File: src/tkst_pkg.sv
// Shared types and constants of the top-k score table.
`default_nettype none

package tkst_pkg;

  localparam int RANK_SIZE = 16;
  localparam int IDX_W     = $clog2(RANK_SIZE);
  localparam int CNT_W     = $clog2(RANK_SIZE + 1);
  localparam int ID_W      = 31;
  localparam int SCORE_W   = 32;

  localparam logic [1:0] OP_UPDATE = 2'd0;
  localparam logic [1:0] OP_READ   = 2'd1;
  localparam logic [1:0] OP_CLEAR  = 2'd2;

  typedef struct packed {
    logic [1:0]                operation;
    logic [ID_W-1:0]           player_id;
    logic signed [SCORE_W-1:0] total_score;
    logic signed [SCORE_W-1:0] score_delta;
    logic [IDX_W-1:0]          read_index;
  } item_t;

  typedef struct packed {
    logic                      ranked;
    logic [IDX_W-1:0]          rank_position;
    logic [ID_W-1:0]           entry_id;
    logic signed [SCORE_W-1:0] entry_score;
    logic [CNT_W-1:0]          entry_count;
  } result_t;

  typedef struct packed {
    logic [ID_W-1:0]           id;
    logic signed [SCORE_W-1:0] score;
  } entry_t;

  typedef struct packed {
    logic start;
    logic take;
  } eng_ctl_t;

  typedef struct packed {
    logic idle;
    logic done;
  } eng_sts_t;

endpackage

`default_nettype wire

File: src/tkst_engine.sv
// Table memory and the scan, decide and shift sequencer of the score table.
`default_nettype none

module tkst_engine import tkst_pkg::*; (
  input  logic     clk,
  input  logic     rst,
  input  eng_ctl_t ctl,
  input  item_t    cmd_in,
  output eng_sts_t sts,
  output result_t  res
);

  localparam int ST_W = 3;
  localparam logic [ST_W-1:0] S_IDLE   = 3'd0;
  localparam logic [ST_W-1:0] S_SCAN   = 3'd1;
  localparam logic [ST_W-1:0] S_DECIDE = 3'd2;
  localparam logic [ST_W-1:0] S_MOVE   = 3'd3;
  localparam logic [ST_W-1:0] S_WRITE  = 3'd4;
  localparam logic [ST_W-1:0] S_READ   = 3'd5;
  localparam logic [ST_W-1:0] S_DONE   = 3'd6;

  logic [ST_W-1:0]           state;
  item_t                     cmd;
  logic [CNT_W-1:0]          count;
  logic [CNT_W-1:0]          scan_addr;
  logic                      pend;
  logic [IDX_W-1:0]          pend_idx;
  logic                      found;
  logic [IDX_W-1:0]          fidx;
  logic signed [SCORE_W-1:0] fscore;
  logic signed [SCORE_W-1:0] lscore;
  logic [CNT_W-1:0]          pos;
  logic [IDX_W-1:0]          dst;
  logic [IDX_W-1:0]          mv_addr;
  logic [CNT_W-1:0]          mv_left;
  logic                      mv_up;
  result_t                   res_r;

  entry_t           mem [RANK_SIZE];
  logic             rd_en;
  logic [IDX_W-1:0] rd_addr;
  entry_t           rd_data;
  logic             wr_en;
  logic [IDX_W-1:0] wr_addr;
  entry_t           wr_data;

  logic             scan_go;
  logic             mv_go;
  logic             s_match;
  logic             s_gt;
  logic             s_eq;
  logic [IDX_W-1:0] mv_src;
  logic [IDX_W-1:0] dpos;
  logic             dir_up;

  always_ff @(posedge clk) begin
    if (wr_en) begin
      mem[wr_addr] <= wr_data;
    end
    if (rd_en) begin
      rd_data <= mem[rd_addr];
    end
  end

  assign scan_go = (state == S_SCAN) && (scan_addr < count);
  assign mv_go   = (state == S_MOVE) && (mv_left != '0);

  always_comb begin
    rd_en   = scan_go || mv_go ||
              ((state == S_IDLE) && ctl.start && (cmd_in.operation == OP_READ));
    rd_addr = mv_addr;
    if (state == S_IDLE) begin
      rd_addr = cmd_in.read_index;
    end else if (state == S_SCAN) begin
      rd_addr = scan_addr[IDX_W-1:0];
    end
    wr_en   = ((state == S_MOVE) && pend) || (state == S_WRITE);
    wr_addr = mv_up ? (pend_idx - IDX_W'(1)) : (pend_idx + IDX_W'(1));
    wr_data = rd_data;
    if (state == S_WRITE) begin
      wr_addr       = dst;
      wr_data.id    = cmd.player_id;
      wr_data.score = cmd.total_score;
    end
  end

  assign s_match = pend && (cmd.player_id != '0) && (rd_data.id == cmd.player_id) && !found;
  assign s_gt    = rd_data.score > cmd.total_score;
  assign s_eq    = rd_data.score == cmd.total_score;

  always_comb begin
    if (found) begin
      mv_src = fidx;
    end else if (count < CNT_W'(RANK_SIZE)) begin
      mv_src = count[IDX_W-1:0];
    end else begin
      mv_src = IDX_W'(RANK_SIZE - 1);
    end
    dpos   = pos[IDX_W-1:0];
    dir_up = dpos > mv_src;
  end

  always_ff @(posedge clk) begin
    if (rst) begin
      state <= S_IDLE;
      count <= '0;
      pend  <= 1'b0;
      found <= 1'b0;
      mv_up <= 1'b0;
    end else begin
      unique case (state)
        S_IDLE: begin
          if (ctl.start) begin
            cmd       <= cmd_in;
            scan_addr <= '0;
            pend      <= 1'b0;
            found     <= 1'b0;
            pos       <= '0;
            res_r     <= '0;
            unique case (cmd_in.operation)
              OP_UPDATE: state <= S_SCAN;
              OP_READ:   state <= S_READ;
              OP_CLEAR: begin
                count <= '0;
                state <= S_DONE;
              end
              default:   state <= S_DONE;
            endcase
          end
        end
        S_SCAN: begin
          if (scan_go) begin
            scan_addr <= scan_addr + CNT_W'(1);
            pend      <= 1'b1;
            pend_idx  <= scan_addr[IDX_W-1:0];
          end else begin
            pend <= 1'b0;
          end
          if (pend) begin
            if (s_match) begin
              found  <= 1'b1;
              fidx   <= pend_idx;
              fscore <= rd_data.score;
            end else if (s_gt || (s_eq && !found)) begin
              pos <= pos + CNT_W'(1);
            end
            if (pend_idx == IDX_W'(RANK_SIZE - 1)) begin
              lscore <= rd_data.score;
            end
          end
          if (!scan_go && !pend) begin
            state <= S_DECIDE;
          end
        end
        S_DECIDE: begin
          priority if (cmd.score_delta == '0) begin
            res_r.ranked        <= found;
            res_r.rank_position <= found ? fidx : '0;
            res_r.entry_id      <= found ? cmd.player_id : '0;
            res_r.entry_score   <= found ? fscore : '0;
            state               <= S_DONE;
          end else if (found || (count < CNT_W'(RANK_SIZE)) || (cmd.total_score > lscore)) begin
            if (!found && (count < CNT_W'(RANK_SIZE))) begin
              count <= count + CNT_W'(1);
            end
            dst                 <= dpos;
            mv_up               <= dir_up;
            mv_addr             <= dir_up ? (mv_src + IDX_W'(1)) : (mv_src - IDX_W'(1));
            mv_left             <= dir_up ? CNT_W'(dpos - mv_src) : CNT_W'(mv_src - dpos);
            res_r.ranked        <= 1'b1;
            res_r.rank_position <= dpos;
            res_r.entry_id      <= cmd.player_id;
            res_r.entry_score   <= cmd.total_score;
            state               <= S_MOVE;
          end else begin
            state <= S_DONE;
          end
        end
        S_MOVE: begin
          if (mv_go) begin
            pend     <= 1'b1;
            pend_idx <= mv_addr;
            mv_addr  <= mv_up ? (mv_addr + IDX_W'(1)) : (mv_addr - IDX_W'(1));
            mv_left  <= mv_left - CNT_W'(1);
          end else begin
            pend <= 1'b0;
          end
          if (!mv_go && !pend) begin
            state <= S_WRITE;
          end
        end
        S_WRITE: begin
          state <= S_DONE;
        end
        S_READ: begin
          res_r.rank_position <= cmd.read_index;
          if (CNT_W'(cmd.read_index) < count) begin
            res_r.ranked      <= 1'b1;
            res_r.entry_id    <= rd_data.id;
            res_r.entry_score <= rd_data.score;
          end
          state <= S_DONE;
        end
        S_DONE: begin
          if (ctl.take) begin
            state <= S_IDLE;
          end
        end
        default: state <= S_IDLE;
      endcase
    end
  end

  always_comb begin
    res             = res_r;
    res.entry_count = count;
  end

  assign sts.idle = (state == S_IDLE);
  assign sts.done = (state == S_DONE);

endmodule

`default_nettype wire

File: src/top_k_score_table_unit.sv
// Top level of the top-k score table: input handshake, engine and result register.
//
// Keeps up to RANK_SIZE (id, score) entries in descending score order, ties in
// arrival order. Items arrive on item/item_valid/item_stall; a transfer happens
// when item_valid is high and item_stall is low. Operations: update a score,
// read the entry at an index, clear the table. Every item gives exactly one
// result on result/result_valid/result_stall.
// One item is worked at a time. An update scans the occupied entries out of the
// table memory one per cycle; if a non-zero delta places the entry, it then
// shifts the entries between the old and the new position one per cycle and
// writes the entry. A read fetches the entry at its index; a clear or an
// unused code touches no entry. The next item is taken in the cycle after the
// engine hands its result over.
// The result register holds a finished result while result_stall is high; the
// next item is taken meanwhile, and its own result waits in the engine.
// Reset empties the table at once (the count is cleared; stale entries are
// never reported) and drops any pending result.
`default_nettype none

module top_k_score_table_unit import tkst_pkg::*; (
  input  logic    clk,
  input  logic    rst,
  input  logic    item_valid,
  output logic    item_stall,
  input  item_t   item,
  output logic    result_valid,
  input  logic    result_stall,
  output result_t result
);

  eng_ctl_t ctl;
  eng_sts_t sts;
  result_t  eng_res;

  assign item_stall = !sts.idle;
  assign ctl.start  = item_valid && sts.idle;
  assign ctl.take   = sts.done && (!result_valid || !result_stall);

  tkst_engine u_engine (
    .clk    (clk),
    .rst    (rst),
    .ctl    (ctl),
    .cmd_in (item),
    .sts    (sts),
    .res    (eng_res)
  );

  always_ff @(posedge clk) begin
    if (rst) begin
      result_valid <= 1'b0;
    end else if (ctl.take) begin
      result_valid <= 1'b1;
    end else if (!result_stall) begin
      result_valid <= 1'b0;
    end
  end

  always_ff @(posedge clk) begin
    if (ctl.take) begin
      result <= eng_res;
    end
  end

  a_busy_after_transfer: assert property (@(posedge clk) disable iff (rst)
    item_valid && !item_stall |=> item_stall)
    else $error("input transfer did not start the engine");

  a_count_bound: assert property (@(posedge clk) disable iff (rst)
    result_valid |-> result.entry_count <= CNT_W'(RANK_SIZE))
    else $error("entry count beyond table size");

  a_unranked_empty: assert property (@(posedge clk) disable iff (rst)
    result_valid && !result.ranked |-> result.entry_id == '0 && result.entry_score == '0)
    else $error("unranked result carries an entry");

  a_rank_in_table: assert property (@(posedge clk) disable iff (rst)
    result_valid && result.ranked |-> CNT_W'(result.rank_position) < result.entry_count)
    else $error("ranked position outside occupied entries");

endmodule

`default_nettype wire

File: config.mk
export PLATFORM = sky130hd
export DESIGN_NAME = top_k_score_table_unit
export DESIGN_NICKNAME = d
export VERILOG_FILES = /design/src/tkst_pkg.sv /design/src/tkst_engine.sv /design/src/top_k_score_table_unit.sv
export SDC_FILE = /design/constraint.sdc
export NUM_CORES = 2
export LEC_CHECK = 0
export BUFFER_PORTS_ARGS = -buffer_cell sky130_fd_sc_hd__buf_2
export CAP_MARGIN = 20
export CORE_MARGIN = 8
export CORE_UTILIZATION = 45
export DETAILED_ROUTE_END_ITERATION = 10
export GPL_TIMING_DRIVEN = 0
export PLACE_DENSITY = 0.58
export SLEW_MARGIN = 20
export SYNTH_ARGS = -nofsm -noshare
export SYNTH_HDL_FRONTEND = slang
export SYNTH_SLANG_ARGS = --single-unit
File: constraint.sdc
create_clock -name clk -period 13.45 [get_ports clk]
set_clock_uncertainty 0.2 [all_clocks]
set_input_delay 1.345 -clock clk [delete_from_list [all_inputs] [get_ports clk]]
set_output_delay 1.345 -clock clk [all_outputs]
set_load 0.01 [all_outputs]
==> run_results.csv <==
group,metric,value,unit
routing,via_per_inst,5.774,
sta,layout_setup_ws,8.831,ns
sta,slew_viol_final,0,
global_route,overflow,0,
synthesis,synth-compound-area-share,4.281,%
routing,first_pass_iters,8,
placement,dp_hpwl,98.33,mm
min_path,hold_path.class,"flip-flop to flip-flop",
layout,layout.cells.most_common,"edfxtp_1",
global_route,grt_pass1_wl,209.6,mm
clock_tree,root_buffer,"clkbuf_16",
routing,wire_per_inst,28.39,um
die,core,123600,sq um
sta,rsz0062_at_grt,"no",
routing,drc,0,
routing,final_antenna_net_count,0,
synthesis,synthCells,2917,
die,die_area,136100,sq um
clock_tree,numClockSinks,1417,
layout,layout.nets,3549,
worst_setup_path,start_kind,"flip-flop",
clock_tree,postCtsHoldBufs,0,
placement,gp_congestion,0.8470,
synthesis,synthFlopType,"edfxtp_1",
layout,layout-drive-gt1-share,24.23,%
layout,layout_common_cells,"edfxtp_1 (1405), mux4_2 (252), buf_2 (201)",
clock_tree,cts_setup_buffers,0,
power,power-per-cell-area,239.1,nW/um^2
routing,num_vias,29480,
layout,fillers,9652,
synthesis,syn_nets,3117,
die,die_h,368.9,um
worst_setup_path,arrival,4.85,ns
global_route,grt_use_total,21.00,%
sta,fin_crit,4.619,ns
clock_tree,cts_tree,"built",
synthesis,synth_fa_ha_area_share,2.187,%
synthesis,avgSynthCellArea,19.22,sq um
clock_tree,cts_max_level,4,
worst_setup_path,required,13.68,ns
clock_tree,clk_latency,0.78,ns
synthesis,ys_ff_latch,1417,
die,die_w,368.9,um
synthesis,ys_warn_count,0,
synthesis,synth_edf_count,1405,
synthesis,synth-xor-area-share,0.8125,%
sta,finalHoldViolCount,0,
sta,worst_pin_slew,1.138,ns
synthesis,synthMuxAreaShare,11.48,%
sta,fin_tns_setup,0,ns
placement,dpl_worst_slack,8.718,ns
layout,areaGrowthSynthToFinish,18.00,%
die,core.rowCount,129,
synthesis,synth-async-reset-ratio,0,%
global_route,antenna_found_initial,1,
synthesis,syn_area,56060,sq um
die,io_pins,180,
power,p_leak,22.29,nW
placement,numPortBuffers,178,
sta,finalSetupViolCount,0,
worst_setup_path,endpoint_kind,"flip-flop",
sta,relSlewSlack,23.53,%
clock_tree,post_cts_resized,0,
power,ir_worst_vdd,0.1367,mV
worst_setup_path,crit_path_max_fanout,39,
outcome,status,"finished clean",
worst_setup_path,critPathKind,"flip-flop to flip-flop",
die,start_util,45.34,%
routing,drtIter0Drc,3206,
sta,max_freq,216.5,MHz
clock_tree,cts.clk_slew.worst_paths,0.06,ns
synthesis,synth_top_family_by_area,"multiplexers",
global_route,grt_max_degree,40,
sta,period_share,34.34,%
synthesis,synth-simple-area-share,3.609,%
synthesis,ys_types,62,
flow_run,maxCapViolations,0,
routing,routed_wl,144.9,mm
synthesis,ys_seq_area_share,75.69,%
clock_tree,cts_buffers,150,
global_route,first_global_vias,30390,
clock_tree,cts_max_path_buffers,3,
[synth_stat cells, types with 2 or more instances]
cell type | count | share of area, %
buf_2 | 23 | 0.21
mux4_2 | 252 | 10
nor2b_1 | 71 | 0.79
o21ai_1 | 3 | 0.027
a211oi_1 | 67 | 0.90
nand3_1 | 16 | 0.14
or4_1 | 3 | 0.040
a41o_1 | 2 | 0.036
xor2_1 | 35 | 0.55
nand4_1 | 24 | 0.27
a21oi_1 | 111 | 0.99
nand2_1 | 181 | 1.2
a22o_1 | 31 | 0.48
or3_1 | 2 | 0.022
nor2_1 | 57 | 0.38
o21ai_0 | 56 | 0.50
fa_1 | 5 | 0.18
buf_4 | 24 | 0.32
o21a_1 | 7 | 0.094
xnor2_1 | 17 | 0.27
a32o_1 | 2 | 0.036
mux2i_1 | 75 | 1.3
ha_1 | 90 | 2.0
o211ai_1 | 4 | 0.054
a21o_1 | 14 | 0.19
a222oi_1 | 34 | 0.61
a221oi_1 | 4 | 0.062
inv_1 | 123 | 0.82
nor3_1 | 13 | 0.12
buf_1 | 16 | 0.11
nand2b_1 | 7 | 0.078
edfxtp_1 | 1405 | 75
and3_1 | 4 | 0.045
clkbuf_1 | 67 | 0.45
dfxtp_1 | 12 | 0.43
nor3b_1 | 2 | 0.027
nand3b_1 | 3 | 0.040
nor4_1 | 29 | 0.32
o211a_1 | 3 | 0.054
[critical path, cell delays in order (launching register included)]
cell       delay, ns
edfxtp_1        0.50
ha_1            0.36
a21oi_1         0.15
nand2_1         0.06
a221oi_1        0.35
o211ai_1        0.31
a211oi_1        0.44
a2111oi_4       0.16
a211oi_1        0.81
o21a_4          0.56
buf_16          0.29
[report_power, final]
group / switching [mW] / total (mW) / leakage (nW) / internal [mW]
Combinational: 3.34 / 5.29 / 7.06 / 1.95
Sequential: 0.244 / 6.38 / 12.8 / 6.14
Clock: 1.68 / 4.15 / 2.40 / 2.47
[flip-flops by register name, summed over array words and instances, names as in the netlist, 5 cells and up]
signal and count:
u_engine.scan_addr 5, u_engine.mem 1008, u_engine.fscore 32, u_engine.count 5, u_engine.res 68, u_engine.lscore 32, u_engine.rd_data 63, u_engine.cmd 99
result 73, u_engine.mv_left 5
[cell families (layout without fill, tap and decap cells)]
kind of cell / count (synthesis) / in the layout
other: 0 / 1
AND/OR/NAND/NOR: 419 / 419
multiplexers: 328 / 328
buffers and inverters: 255 / 805
AO/OA/AOI/OAI: 351 / 351
adder cells (fa/ha/maj): 95 / 95
flip-flops: 1417 / 1417
XOR/XNOR: 52 / 52
[metal layers]
| metal | track usage, % | vias up | routed length [um] |
|---|---|---|---|
| met2 | 33.44 | 1213 | 68500 |
| met1 | 29.21 | 15350 | 61320 |
| li1 | - | 12680 | - |
| met4 | 6.791 | 0 | 4357 |
| met3 | 4.219 | 232 | 10750 |
| met5 | 0 | - | 0 |
[final timing paths]
check	start	to	slack [ns]	depth (start not counted)
setup reg to reg	u_engine.cmd[46]	u_engine.res[42]	8.83	10
hold / removal	u_engine.res[6]	result[6]	0.21	0
hold reg to reg	u_engine.res[6]	result[6]	0.21	0
setup / recovery	u_engine.cmd[46]	u_engine.res[42]	8.83	10
[final cells by class]
| class | count | area, sq um | area share (%) |
|---|---|---|---|
| Inverter | 124 | 465.4 | 0.7037 |
| Buffer | 131 | 619.3 | 0.9363 |
| Sequential cell | 1417 | 42430 | 64.15 |
| Clock buffer | 180 | 3973 | 6.006 |
| Multi-Input combinational cell | 1245 | 12760 | 19.29 |
| Timing Repair Buffer | 280 | 2870 | 4.339 |
| Antenna cell | 1 | 2.502 | 0.003783 |
| Tap cell | 1637 | 2048 | 3.097 |
| Clock inverter | 90 | 975.9 | 1.475 |
[through the flow]
step	power, mW	hold WS, ns	instances	instance area [sq um]	util [%]
after floorplan	9.697	0.2003	2917	56060	-
after global placement	11.47	0.2041	4732	59000	47.72
after detailed placement	11.76	0.2045	4834	61180	49.48
after CTS	15.93	0.2132	5104	66130	53.49
after global routing	16.47	0.2205	5104	66140	53.50
final	15.81	0.2125	5105	66140	53.50
Note: power is estimated with default switching activity, not from simulation.
